**src/sv/pgm_pkg.sv**
```systemverilog
// ---------------------------------------------------------------------------
// pgm_pkg
// Shared types and constants of the Prewitt gradient magnitude/phase block.
// ---------------------------------------------------------------------------
package pgm_pkg;

  localparam int CFG_W     = 11;
  localparam int CFG_IDX_W = 2;
  localparam int GRAD_W    = 11;
  localparam int MAG_W     = 15;
  localparam int ORI_W     = 12;

  // square root chain: radicand below 2^29, one result bit per cell
  localparam int SQ_W     = 30;
  localparam int SQ_STEPS = 15;

  // angle chain: operands carry 20 fraction bits, angle in 2^-16 degree
  localparam int CX_W         = 33;
  localparam int Z_W          = 25;
  localparam int TH_W         = 24;
  localparam int CORDIC_STEPS = 21;
  localparam int CORDIC_FRAC  = 20;

  localparam logic signed [Z_W-1:0] ANG_90  = 25'sd5898240;
  localparam logic [TH_W-1:0]       ANG_180 = 24'd11796480;
  localparam logic [TH_W:0]         ORI_RND = 25'd2048;

  localparam logic signed [Z_W-1:0] CORDIC_ANGLE [CORDIC_STEPS] = '{
    25'sd2949120, 25'sd1740967, 25'sd919879, 25'sd466945, 25'sd234379,
    25'sd117304, 25'sd58666, 25'sd29335, 25'sd14668, 25'sd7334,
    25'sd3667, 25'sd1833, 25'sd917, 25'sd458, 25'sd229,
    25'sd115, 25'sd57, 25'sd29, 25'sd14, 25'sd7, 25'sd4
  };

  typedef enum logic [CFG_IDX_W-1:0] {
    CFG_FRAME_WIDTH  = 2'd0,
    CFG_FRAME_HEIGHT = 2'd1
  } cfg_idx_t;

  typedef enum logic [1:0] {
    ANG_CORDIC,
    ANG_FLAT,
    ANG_VERT
  } ang_mode_t;

  typedef struct packed {
    logic                     vld;
    logic                     last;
    logic signed [GRAD_W-1:0] gx;
    logic signed [GRAD_W-1:0] gy;
  } grad_t;

  typedef struct packed {
    logic      vld;
    logic      last;
    logic      neg;
    ang_mode_t mode;
  } side_t;

  typedef struct packed {
    logic signed [CX_W-1:0] cx;
    logic signed [CX_W-1:0] cy;
    logic signed [Z_W-1:0]  z;
  } cordic_t;

  typedef struct packed {
    logic [SQ_W-1:0] n;
    logic [SQ_W-1:0] r;
  } sqrt_t;

endpackage

```
**src/sv/pgm_sqrt_cell.sv**
```systemverilog
// ---------------------------------------------------------------------------
// pgm_sqrt_cell
// One digit of the restoring square root; hands remainder and root onward.
// ---------------------------------------------------------------------------
module pgm_sqrt_cell import pgm_pkg::*; #(
  parameter int STEP = 0
) (
  input  logic  clk,
  input  logic  en,
  input  sqrt_t d,
  output sqrt_t q
);
  localparam logic [SQ_W-1:0] BIT = SQ_W'(1) << (2 * STEP);

  logic [SQ_W:0] trial;
  sqrt_t         q_nxt;

  always_comb begin
    trial = {1'b0, d.r} + {1'b0, BIT};
    if ({1'b0, d.n} >= trial) begin
      q_nxt.n = d.n - trial[SQ_W-1:0];
      q_nxt.r = (d.r >> 1) + BIT;
    end else begin
      q_nxt.n = d.n;
      q_nxt.r = d.r >> 1;
    end
  end

  always_ff @(posedge clk) begin
    if (en) begin
      q <= q_nxt;
    end
  end

endmodule

```
**config.mk**
```make
export PLATFORM = sky130hd
export DESIGN_NAME = pgm_sqrt_cell
export DESIGN_NICKNAME = d
export VERILOG_FILES = /design/src/sv/pgm_pkg.sv /design/src/sv/pgm_sqrt_cell.sv
export SDC_FILE = /design/constraint.sdc
export NUM_CORES = 1
export LEC_CHECK = 0
export ABC_CLOCK_PERIOD_IN_PS = 6450
export BUFFER_PORTS_ARGS = -buffer_cell sky130_fd_sc_hd__clkbuf_2
export CORE_MARGIN = 5
export CORE_UTILIZATION = 54
export DETAILED_ROUTE_END_ITERATION = 8
export GPL_ROUTABILITY_DRIVEN = 0
export HOLD_SLACK_MARGIN = 0.02
export MAX_ROUTING_LAYER = met4
export PLACE_DENSITY = 0.81
export SYNTH_ARGS = -nofsm -noshare
export SYNTH_HDL_FRONTEND = slang
export SYNTH_SLANG_ARGS = --single-unit
export TNS_END_PERCENT = 5
```
**constraint.sdc**
```tcl
create_clock -name clk -period 6.45 [get_ports clk]
set_input_delay 0.9675 -clock clk [delete_from_list [all_inputs] [get_ports clk]]
set_output_delay 0.9675 -clock clk [all_outputs]
set_load 0.01 [all_outputs]
```
==> metrics.md <==
| Metric | Value |
|---|---|
| Status | complete, no violations |
| RSZ-0062 raised after global routing | false |
| Internal | roughly 0.77 mW |
| CTS buffer count | 9 |
| Post-Syn Area per Cell | 9.06 µm² |
| Fmax | 0.175 GHz |
| Post-CTS Setup Inserts | 0 |
| Largest register by flop count | q |
| Most used flip-flop cell after synthesis | edfxtp_1 |
| Post-synthesis net count | 627 |
| Seq pwr share | roughly 43% |
| DR WL/cell | 17.3 µm |
| Total iterations of the first detailed-routing run | 5 |
| Flops & latches, synth | 60 |
| Final Critical Period | 5700 ps |
| Placeable Area | ~8700 µm² |
| Clock Path Buffers | 2 |
| # DRC | 0 |
| Endpoints failing setup | 0 |
| Largest register FFs | 60 |
| First-pass GRT wire length | around 22 mm |
| Largest net degree at the start of global routing | 61 |
| Drt initial violations | 373 |
| Fin crit share | 88.4% |
| Worst Hold Slack | about 920 ps |
| Vias in the first global route | 4,458 |
| Yosys cell types | 51 |
| Layout area overhead | 17.3% |
| Sequential fraction of the synthesis area | ~37% |
| Leakage | 2.37 nW |
| Total GRT Usage | 24.6% |
| Critical path required time | approximately 6500 ps |
| IO Count | approximately 120 |
| Crit path launch type | input pin |
| DRT antenna net count | 0 |
| Die X | 104 µm |
| Max FO, Critical Path | 44 |
| Commonest non-fill, non-tap cell in the layout | clkbuf_2 |
| Hold Path Class | input pin to flip-flop |
| Final Non-Filler Cells | about 760 |
| Ant diodes | 0 |
| Max-cap violations | 0 |
| Critical path type | input pin to flip-flop |
| # hold bufs at CTS | 0 |
| Final setup TNS | 0 ps |
| Worst vdd ir | approximately 0.000091 V |
| Final number of hold-violating endpoints | 0 |
| CTS resizes | 0 |
| Synth Instances | 532 |
| PortBufs | 121 |
| Hold depth | 3 |
| Sw Share | 33.9% |
| Clock transition at path regs | around 70 ps |
| Number of synthesized flops with an enable pin | 60 |
| Slew headroom | 48.8% |
| Final Cell Area | 5650 µm² |
| Total gr overflow | 0 |
| Pwr dens | 205 nW/µm² |
| Logic pwr share | between 30% and 40% |
| Place WS | 495 ps |
| Synth Cell Area | 4820 µm² |
| Total Die Area | 10,900 µm² |
| Post-synth ARST share | 0% |
| H-tree level count | 3 |
| Die Ht | 104 µm |
| Vias/cell | about 5.9 |
| Final core occ | 64.8% |
| Clock power frac | 25.2% |
| Area after DPL | between 5000 and 6000 µm² |
| CTS tree | done |
| CP arrival | 5790 ps |
| Post-DP HPWL | 10.1 mm |
| Hold path endpoint | q[35]$_DFFE_PP_ |
| Hold_sp | d[35] |
| Layout cells sized above 1 | 22.0% |
| Initial antenna violation count | 0 |
| Top flop regs | q: 60 flops |
| Total power | 1.16 mW |
| Root Buffer | clkbuf_8 |
| Least-Margin Pin Slew | 768 ps |
| Via count | 4,516 |
| Final setup margin | 748 ps |
| Final wirelength | 13.1 mm |
| Placed Cells | approximately 740 |
| Fin. max-slew vios | 0 |
| TritonCTS Sinks | 60 |
| Most frequent cells in the layout | clkbuf_2 (121), nand2_1 (87), edfxtp_1 (60) |
| Synth warnings | 0 |
| Post-layout net count | between 700 and 800 |
| Critical Path Sink Type | flip-flop |
| Effective utilization at floorplan | roughly 55% |
| Number of cell rows | 34 |
| Sw power | ~0.4 mW |
## kinds of logic (layout without fill, tap and decap cells)
logic type	Yosys count	after routing	synth area share, %
AND/OR/NAND/NOR	205	205	20.5
adder cells (fa/ha/maj)	33	33	8.72
flip-flops	60	60	37.4
buffers and inverters	31	150	3.06
AO/OA/AOI/OAI	123	123	15.8
XOR/XNOR	80	80	14.5
## worst max-delay path: stages
cell and delay, ps:
clkbuf_2 160, ha_1 200, and3_1 200, and3_1 200, and3_1 210, and3_1 320
nand4_1 330, nor2_1 210, xnor2_1 160, ha_1 340, nand2_1 140, o21bai_1 130
or4_1 520, a211o_1 320, a311oi_2 380, or2_2 490, buf_12 260, nor3_1 80
xor2_1 140
## layer usage
layer	global-route usage, %	routed length, µm	vias to the layer above
met2	37.2	6000	230
met1	32.7	5830	2069
met5	-	0	-
met3	5.59	1010	31
met4	7.86	263	0
li1	-	-	2186
## cell usage after synthesis, types with 8 or more instances
library cell | instances | share of area (%)
xor2_1 | 38 | 6.9
edfxtp_1 | 60 | 37
a21o_1 | 10 | 1.6
inv_1 | 8 | 0.62
nand2_1 | 87 | 6.8
o21ai_0 | 32 | 3.3
nor2_1 | 26 | 2.0
nor3_1 | 11 | 1.1
nand3_1 | 19 | 2.0
nand4_1 | 19 | 2.5
ha_1 | 32 | 8.3
o21ai_1 | 15 | 1.6
xnor2_1 | 42 | 7.6
and3_1 | 13 | 1.7
a21oi_1 | 27 | 2.8
clkbuf_1 | 14 | 1.1
## area by class of cell
type,count,area [µm²]
clock inverters,6,31.3
inverters,8,30.0
clock buffers,10,128
multi-input cells,441,2870
well taps,108,135
repair buffers,126,656
fillers,702,3070
flip-flops and latches,60,1800
## power groups by stage
stage	Clock [mW]	Combinational, mW	Sequential (mW)
4_1_cts	0.298	0.364	0.498
5_1_grt	0.315	0.404	0.501
3_5_place_dp	0	0.361	0.505
2_1_floorplan	0	0.209	0.529
3_3_place_gp	0	0.352	0.505
6_report	0.292	0.369	0.497
## worst max-delay path by stage
stage / from / end / slack (ps)
3_3_place_gp: d[1] / q[7]$_DFFE_PP_ / 690
6_report: d[1] / q[7]$_DFFE_PP_ / 750
5_1_grt: d[1] / q[7]$_DFFE_PP_ / 310
3_5_place_dp: d[1] / q[7]$_DFFE_PP_ / 500
4_1_cts: d[1] / q[7]$_DFFE_PP_ / 830
2_1_floorplan: d[1] / q[24]$_DFFE_PP_ / 1230
Note: power is estimated with default switching activity, not from simulation.
