===== config.mk =====
export PLATFORM = sky130hd
export DESIGN_NAME = pgm_cordic_cell
export DESIGN_NICKNAME = d
export VERILOG_FILES = /design/src/sv/pgm_pkg.sv /design/src/sv/pgm_cordic_cell.sv
export SDC_FILE = /design/constraint.sdc
export NUM_CORES = 1
export LEC_CHECK = 0
export BUFFER_PORTS_ARGS = -buffer_cell sky130_fd_sc_hd__buf_2
export CAP_MARGIN = 20
export CORE_UTILIZATION = 45
export CTS_CLUSTER_DIAMETER = 200
export DETAILED_ROUTE_END_ITERATION = 7
export GPL_ROUTABILITY_DRIVEN = 0
export GPL_TIMING_DRIVEN = 1
export PLACE_DENSITY = 0.77
export SLEW_MARGIN = 40
export SYNTH_ARGS = -nofsm -noshare
export SYNTH_HDL_FRONTEND = slang
export SYNTH_SLANG_ARGS = --single-unit

===== constraint.sdc =====
create_clock -name clk -period 3.5 [get_ports clk]
set_input_delay 0.875 -clock clk [delete_from_list [all_inputs] [get_ports clk]]
set_output_delay 0.875 -clock clk [all_outputs]
set_load 0.02 [all_outputs]

===== src/sv/pgm_pkg.sv =====
// ---------------------------------------------------------------------------
// pgm_pkg
// Shared types and constants of the Prewitt gradient magnitude/phase block.
// ---------------------------------------------------------------------------
package pgm_pkg;

  localparam int CFG_W     = 11;
  localparam int CFG_IDX_W = 2;
  localparam int GRAD_W    = 11;
  localparam int MAG_W     = 15;
  localparam int ORI_W     = 12;

  // square root chain: radicand below 2^29, one result bit per cell
  localparam int SQ_W     = 30;
  localparam int SQ_STEPS = 15;

  // angle chain: operands carry 20 fraction bits, angle in 2^-16 degree
  localparam int CX_W         = 33;
  localparam int Z_W          = 25;
  localparam int TH_W         = 24;
  localparam int CORDIC_STEPS = 21;
  localparam int CORDIC_FRAC  = 20;

  localparam logic signed [Z_W-1:0] ANG_90  = 25'sd5898240;
  localparam logic [TH_W-1:0]       ANG_180 = 24'd11796480;
  localparam logic [TH_W:0]         ORI_RND = 25'd2048;

  localparam logic signed [Z_W-1:0] CORDIC_ANGLE [CORDIC_STEPS] = '{
    25'sd2949120, 25'sd1740967, 25'sd919879, 25'sd466945, 25'sd234379,
    25'sd117304, 25'sd58666, 25'sd29335, 25'sd14668, 25'sd7334,
    25'sd3667, 25'sd1833, 25'sd917, 25'sd458, 25'sd229,
    25'sd115, 25'sd57, 25'sd29, 25'sd14, 25'sd7, 25'sd4
  };

  typedef enum logic [CFG_IDX_W-1:0] {
    CFG_FRAME_WIDTH  = 2'd0,
    CFG_FRAME_HEIGHT = 2'd1
  } cfg_idx_t;

  typedef enum logic [1:0] {
    ANG_CORDIC,
    ANG_FLAT,
    ANG_VERT
  } ang_mode_t;

  typedef struct packed {
    logic                     vld;
    logic                     last;
    logic signed [GRAD_W-1:0] gx;
    logic signed [GRAD_W-1:0] gy;
  } grad_t;

  typedef struct packed {
    logic      vld;
    logic      last;
    logic      neg;
    ang_mode_t mode;
  } side_t;

  typedef struct packed {
    logic signed [CX_W-1:0] cx;
    logic signed [CX_W-1:0] cy;
    logic signed [Z_W-1:0]  z;
  } cordic_t;

  typedef struct packed {
    logic [SQ_W-1:0] n;
    logic [SQ_W-1:0] r;
  } sqrt_t;

endpackage


===== src/sv/pgm_cordic_cell.sv =====
// ---------------------------------------------------------------------------
// pgm_cordic_cell
// One vectoring rotation of the angle chain, with its sideband.
// ---------------------------------------------------------------------------
module pgm_cordic_cell import pgm_pkg::*; #(
  parameter int STEP = 0
) (
  input  logic    clk,
  input  logic    rst_n,
  input  logic    en,
  input  cordic_t d,
  input  side_t   ds,
  output cordic_t q,
  output side_t   qs
);
  logic signed [CX_W-1:0] dx, dy;
  cordic_t                q_nxt;

  always_comb begin
    dx = d.cy >>> STEP;
    dy = d.cx >>> STEP;
    if (!d.cy[CX_W-1]) begin
      q_nxt.cx = d.cx + dx;
      q_nxt.cy = d.cy - dy;
      q_nxt.z  = d.z + CORDIC_ANGLE[STEP];
    end else begin
      q_nxt.cx = d.cx - dx;
      q_nxt.cy = d.cy + dy;
      q_nxt.z  = d.z - CORDIC_ANGLE[STEP];
    end
  end

  always_ff @(posedge clk) begin
    if (!rst_n) begin
      qs.vld <= 1'b0;
    end else if (en) begin
      qs.vld <= ds.vld;
    end
  end

  always_ff @(posedge clk) begin
    if (en) begin
      q       <= q_nxt;
      qs.last <= ds.last;
      qs.neg  <= ds.neg;
      qs.mode <= ds.mode;
    end
  end

endmodule


==> out/summary.txt, run 1 <==
Status - finished, final reports clean
P_leak - 5.45 nW
Global-route wire length before repair - 43700 um
Critical R2R Launch - qs[4]
Synth unique cells - 73
Port Buffers - 194
Hold-critical path endpoint - qs[4]
Max incr delay on CP - 420 ps
Sequential element share of the synthesized area - 31.3%
Hold Path Class - reg -> reg
Flop2flop setup slack - 2870 ps
Net Sw Power - 1.63 mW
Crit share post-route - 94.6%
Clock power share - 21.9%
Max Cap Viol - 0
Final hold vios - 0
Mean post-synth cell area - 8.69 sq um
Via count - 9268
Clock Path Buffers - 2
Die height - 144 um
Vias in the first global route - 8758
CTS clk-pin slew, worst paths - 70 ps
Register share of total power - 35.0%
DRT iter0 DRCs - 988
Buffer count from post-CTS setup fixing - 0
Pwr per Cell Area - 377 nW/um^2
Critical Path RT - 3610 ps
Setup violations, final - 0
Worst-Margin Slew - 663 ps
Total Wirelength - 28000 um
Total track usage - 27.0%
Most used DFF post-synth - edfxtp_1
Clk_lat worst skew - 340 ps
Worst clock skew - 0 ps
Worst hold start - qs[4]
Switching share of power - 37.4%
GRT overflow - 0
Post-detail-place hpwl - 23000 um
DP Worst Slack - -112 ps
Worst r2r path cells - 2
Largest net degree at the start of global routing - 63
Synth-to-Final Area Change - 27.5%
Async SR Flop Fraction - 0%
Seq cells post-synth - 95
Critical-path cell list - buf_2 > inv_1 > ha_1 > buf_4 > and3b_1 > o21ai_0 > a31o_2 > buf_4 > o21a_1 > a21oi_1 > a21oi_1 > mux2i_1 > xnor2_1
Kind of critical path - in -> reg
Hold-fix buffers, CTS - 0
Antenna diodes - 0
Die Wd - 144 um
Synthesized area - 9070 sq um
Mapped Nets - 1259
Slowest-stage cell, CP - o21ai_0
Die area - 20700 sq um
Worst R2R End - qs[4]
Syn Inst Count - 1044
Post-synth EDFFs - 94
YS warnings - 0
# rows - 51
I/O pins - 195
Slew Limit Fails - 0
Crit Path Max Fanout - 4
Routed vias/inst - 5.75
Total CTS buffers - 9
WL/cell - 17.4 um
CP Data Arrival Time - 3430 ps
H-tree depth - 3
Core box area - 19600 sq um
Initial antenna violation count - 0
Fin nets - 1557
Slew HR - 55.8%
TritonCTS clock tree - built
CTS root buf - clkbuf_16
# placed instances - 1596
# clock sinks - 95
Share of layout cells above drive strength 1 - 27.5%
Tot Pwr - 4.36 mW
RSZ-0062 raised after global routing - false
IR drop worst, VDD - 266 uV
DRC Markers - 0
Largest cells by area after synthesis - edfxtp_1, ha_1, a21oi_1
Yosys top cell by area - edfxtp_1
Hold Path Cell Cnt - 2
Int Pwr - 2.73 mW
Post-synth top area share - 31.1%
Post-Layout Cell Count - 1612
First-pass iteration count of the detailed router - 6
Period minus WS final - 3310 ps
Starting Density - 46.3%
CP endpoint kind - flip-flop
Worst Slack Setup Final - 188 ps
Nature of the critical path startpoint - input port
Combinational share of power - 43.1%
Post-CTS resize count - 0
Final antenna-violating net count - 0
F_max - 0.302 GHz
-- sequential cells by signal, indices dropped and copies added, names as in the netlist --
| signal | count |
|---|---|
| q | 90 |
| qs | 5 |
-- layer usage --
layer	vias to the layer above	wire [um]	GRT usage [%]
li1	4352	-	-
met1	4270	11700	36.1
met2	583	12300	42.9
met3	63	3390	6.46
met4	0	618	8.34
met5	-	0	0
-- power groups by stage --
stage          logic, mW  registers, mW  clock network [mW]
3_3_place_gp        1.80           1.55                   0
2_1_floorplan      0.868           1.77                   0
3_5_place_dp        1.84           1.55                   0
4_1_cts             1.84           1.53               0.970
6_report            1.88           1.53               0.956
5_1_grt             2.03           1.55                1.01
-- how the worst max path moves through the flow --
stage               slack (ps)  depth (start not counted)     to  startpoint
detailed placement        -110                         11  q[78]       d[27]
global placement           -20                         12  q[51]       d[36]
finish                     190                         13  q[77]       d[26]
global route                20                         12  q[51]       d[36]
floorplan                  240                         12  q[24]       d[57]
CTS                        200                         11  q[78]       d[27]
-- worst max-delay path: cells and delay by family --
family,cells,cell delay (ps)
compound gates,5,1130
buf+inv,4,470
xor+xnor,1,340
fa+ha+maj,1,310
simple gates,1,180
mux,1,110
-- logic make-up after synthesis --
logic type / share of synthesized area [%]
and+or+nand+nor: 14.2
DFF: 31.3
buffers and inverters: 6.65
muxes: 1.32
AOI/OAI and AO/OA: 23.4
xor gates and xnor gates: 6.66
adders and majority gates: 16.3
-- cells in the final DEF, fill, tap and decap left out, types with 11 or more instances in the layout --
master,Yosys,routed
xnor2_1,59,59
o21ai_0,66,66
a21o_1,26,26
ha_1,112,112
mux2i_1,12,12
o21a_1,11,11
nor2_1,79,79
nand2_1,55,55
nand3_1,25,25
edfxtp_1,94,94
o21bai_1,13,13
inv_1,106,106
nor3_1,20,20
nor2b_1,12,12
o31ai_1,12,12
buf_2,8,193
a21oi_1,112,112
nand4_1,12,12
buf_4,2,137
-- synthesized netlist by cell type (4+ instances only) --
cell / number
buf_1: 7
mux2i_1: 12
o21ai_0: 66
o31a_1: 4
o22ai_1: 7
nor4_1: 8
xor2_1: 10
and3_1: 5
nor3_1: 20
nand3_1: 25
a21oi_1: 112
o31ai_1: 12
a31oi_1: 9
or3_1: 9
xnor2_1: 59
and2_1: 6
buf_2: 8
a211o_1: 4
nand3b_1: 4
or2_2: 7
a211oi_1: 9
edfxtp_1: 94
fa_1: 4
nand4_1: 12
nor3b_1: 6
inv_1: 106
nand2b_1: 9
ha_1: 112
a21o_1: 26
o21bai_1: 13
o21a_1: 11
o211ai_1: 10
a311oi_1: 4
nor2_1: 79
clkbuf_1: 30
nand2_1: 55
o2111ai_1: 4
nor2b_1: 12
-- area by class of cell --
type	instances	area, sq um
Timing Repair Buffer	334	2070
Sequential cell	95	2840
Clock inverter	7	61.3
Fill cell	1739	8020
Multi-Input combinational cell	793	5630
Tap cell	265	332
Inverter	109	409
Clock buffer	9	225
-- stage by stage --
step | hold slack, ps | setup TNS, ps | utilization (%) | cell area (sq um)
floorplan | 589 | 0 | - | 9070
global placement | 497 | -15.8 | 57.6 | 11300
detailed placement | 532 | -393 | 57.6 | 11300
CTS | 550 | 0 | 59.1 | 11600
global route | 551 | 0 | 59.1 | 11600
finish | 541 | 0 | 59.1 | 11600
No activity file was read; power rests on OpenSTA's default activity.
==> run 2, diff against run 1 <==
--- a/config.mk
+++ b/config.mk
@@ -7,6 +7,7 @@
 export LEC_CHECK = 0
 export BUFFER_PORTS_ARGS = -buffer_cell sky130_fd_sc_hd__buf_2
 export CAP_MARGIN = 20
+export CORE_ASPECT_RATIO = 2
 export CORE_UTILIZATION = 45
 export CTS_CLUSTER_DIAMETER = 200
 export DETAILED_ROUTE_END_ITERATION = 7
==> out/summary.txt, run 2 (synthesis gave the netlist of run 1 again) <==
Via count - 9447
Post-detail-place hpwl - 25600 um
Period minus WS final - 3510 ps
Largest reg by FF count - q
Nature of the critical path startpoint - input port
# rows - 73
Worst-Margin Slew - 700 ps
Slew Limit Fails - 0
Synth-to-Final Area Change - 29.2%
Failing checks - negative setup slack
Slew HR - 53.0%
Total CTS buffers - 9
Global-route wire length before repair - 50200 um
Routed vias/inst - 5.81
Pwr per Cell Area - 385 nW/um^2
GRT met2 Usage - 57.7%
Critical path launch point - d[25]
CP endpoint kind - flip-flop
TritonCTS clock tree - built
Die height - 203 um
CTS root buf - clkbuf_16
CTS clk-pin slew, worst paths - 80 ps
Worst clock skew - 0 ps
Top Usage Layer GRT - met2
Final antenna-violating net count - 0
Vias in the first global route - 9427
Largest net degree at the start of global routing - 88
WHS - 529 ps
Met3 usage - 5.03%
Clock Path Buffers - 2
Critical R2R Launch - qs[4]
Flop2flop setup slack - 2900 ps
Core box area - 19800 sq um
Status - complete, but fails checks
DRC Markers - 0
Met1 usage - 32.8%
Largest registers - q x90, qs x5
DP Worst Slack - -304 ps
Critical Path RT - 3570 ps
Total Wirelength - 33100 um
Fin nets - 1573
Die area - 20800 sq um
RSZ-0062 raised after global routing - true
# clock sinks - 95
Buffer count from post-CTS setup fixing - 0
Total track usage - 32.5%
Worst r2r path cells - 2
GRT overflow - 0
Setup violations, final - 1
Hold Path Class - reg -> reg
Starting Density - 45.8%
Share of layout cells above drive strength 1 - 28.7%
WL/cell - 20.4 um
Die Wd - 102 um
Initial antenna violation count - 0
IR drop worst, VDD - 276 uV
Crit share post-route - 100%
Post-Layout Cell Count - 1626
DRT iter0 DRCs - 786
First-pass iteration count of the detailed router - 5
Most common cell after layout, fill and taps aside - buf_2
Worst R2R End - qs[4]
H-tree depth - 3
CP Data Arrival Time - 3580 ps
Final hold vios - 0
Kind of critical path - in -> reg
Max Cap Viol - 0
F_max - 0.285 GHz
Most frequent cells in the layout - buf_2, buf_4, ha_1, a21oi_1, inv_1
Critical Path Sink - q[43]
I/O pins - 195
Crit Path Max Fanout - 5
Core Util, Final - 59.1%
P_leak - 5.53 nW
Setup TNS - -12.3 ps
Port Buffers - 194
Clk_lat worst skew - 340 ps
# placed instances - 1609
Max reg flops - 90
Worst Slack Setup Final - -12.3 ps
run 2: cell type report:
class	count	area, sq um
Fill cell	1773	8100
Antenna cell	1	2.50
Sequential cell	95	2840
Clock buffer	9	225
Tap cell	262	328
Clock inverter	7	83.8
Inverter	109	409
Timing Repair Buffer	350	2170
Multi-Input combinational cell	793	5660
run 2: where the power goes:
part	switching, mW	leakage (nW)	internal [mW]
registers	0.0603	0.928	1.48
clock network	0.497	0.151	0.514
logic	1.20	4.45	0.769
total	1.75	5.53	2.76
run 2: worst min path at each step:
stage / startpoint / to / slack [ps] / cells after the start
3_3_place_gp: qs[4] / qs[4] / 490 / 2
4_1_cts: qs[4] / qs[4] / 530 / 2
6_report: qs[4] / qs[4] / 530 / 2
2_1_floorplan: qs[4] / qs[4] / 590 / 2
3_5_place_dp: qs[4] / qs[4] / 510 / 2
5_1_grt: qs[4] / qs[4] / 540 / 2
run 2: metrics by stage:
stage / power, mW / area, sq um
after floorplan: 2.64 / 9070
after global placement: 3.41 / 11400
after detailed placement: 3.44 / 11400
after CTS: 4.45 / 11700
after global routing: 4.72 / 11700
final: 4.51 / 11700
run 2: layer usage:
| metal | wire (um) | vias up | part of all wire [%] |
|---|---|---|---|
| li1 | - | 4376 | - |
| met1 | 10800 | 4312 | 33 |
| met2 | 16900 | 571 | 51 |
| met3 | 2330 | 188 | 7.0 |
| met4 | 3120 | 0 | 9.4 |
| met5 | 0 | - | 0 |
run 2: what timing repair did:
action                                  4_1_cts  5_1_grt
hold buffers                                  0        0
resized for setup                             0        6
endpoints found under the setup margin        0        6
run 2: worst max-delay path, stage by stage:
cell and delay [ps]:
buf_2 110, ha_1 220, fa_1 430, nand2b_1 120
a2111oi_0 130, o31a_1 350, or2_2 360, a31oi_4 230
o21ai_0 160, a22oi_2 380, xnor2_1 200
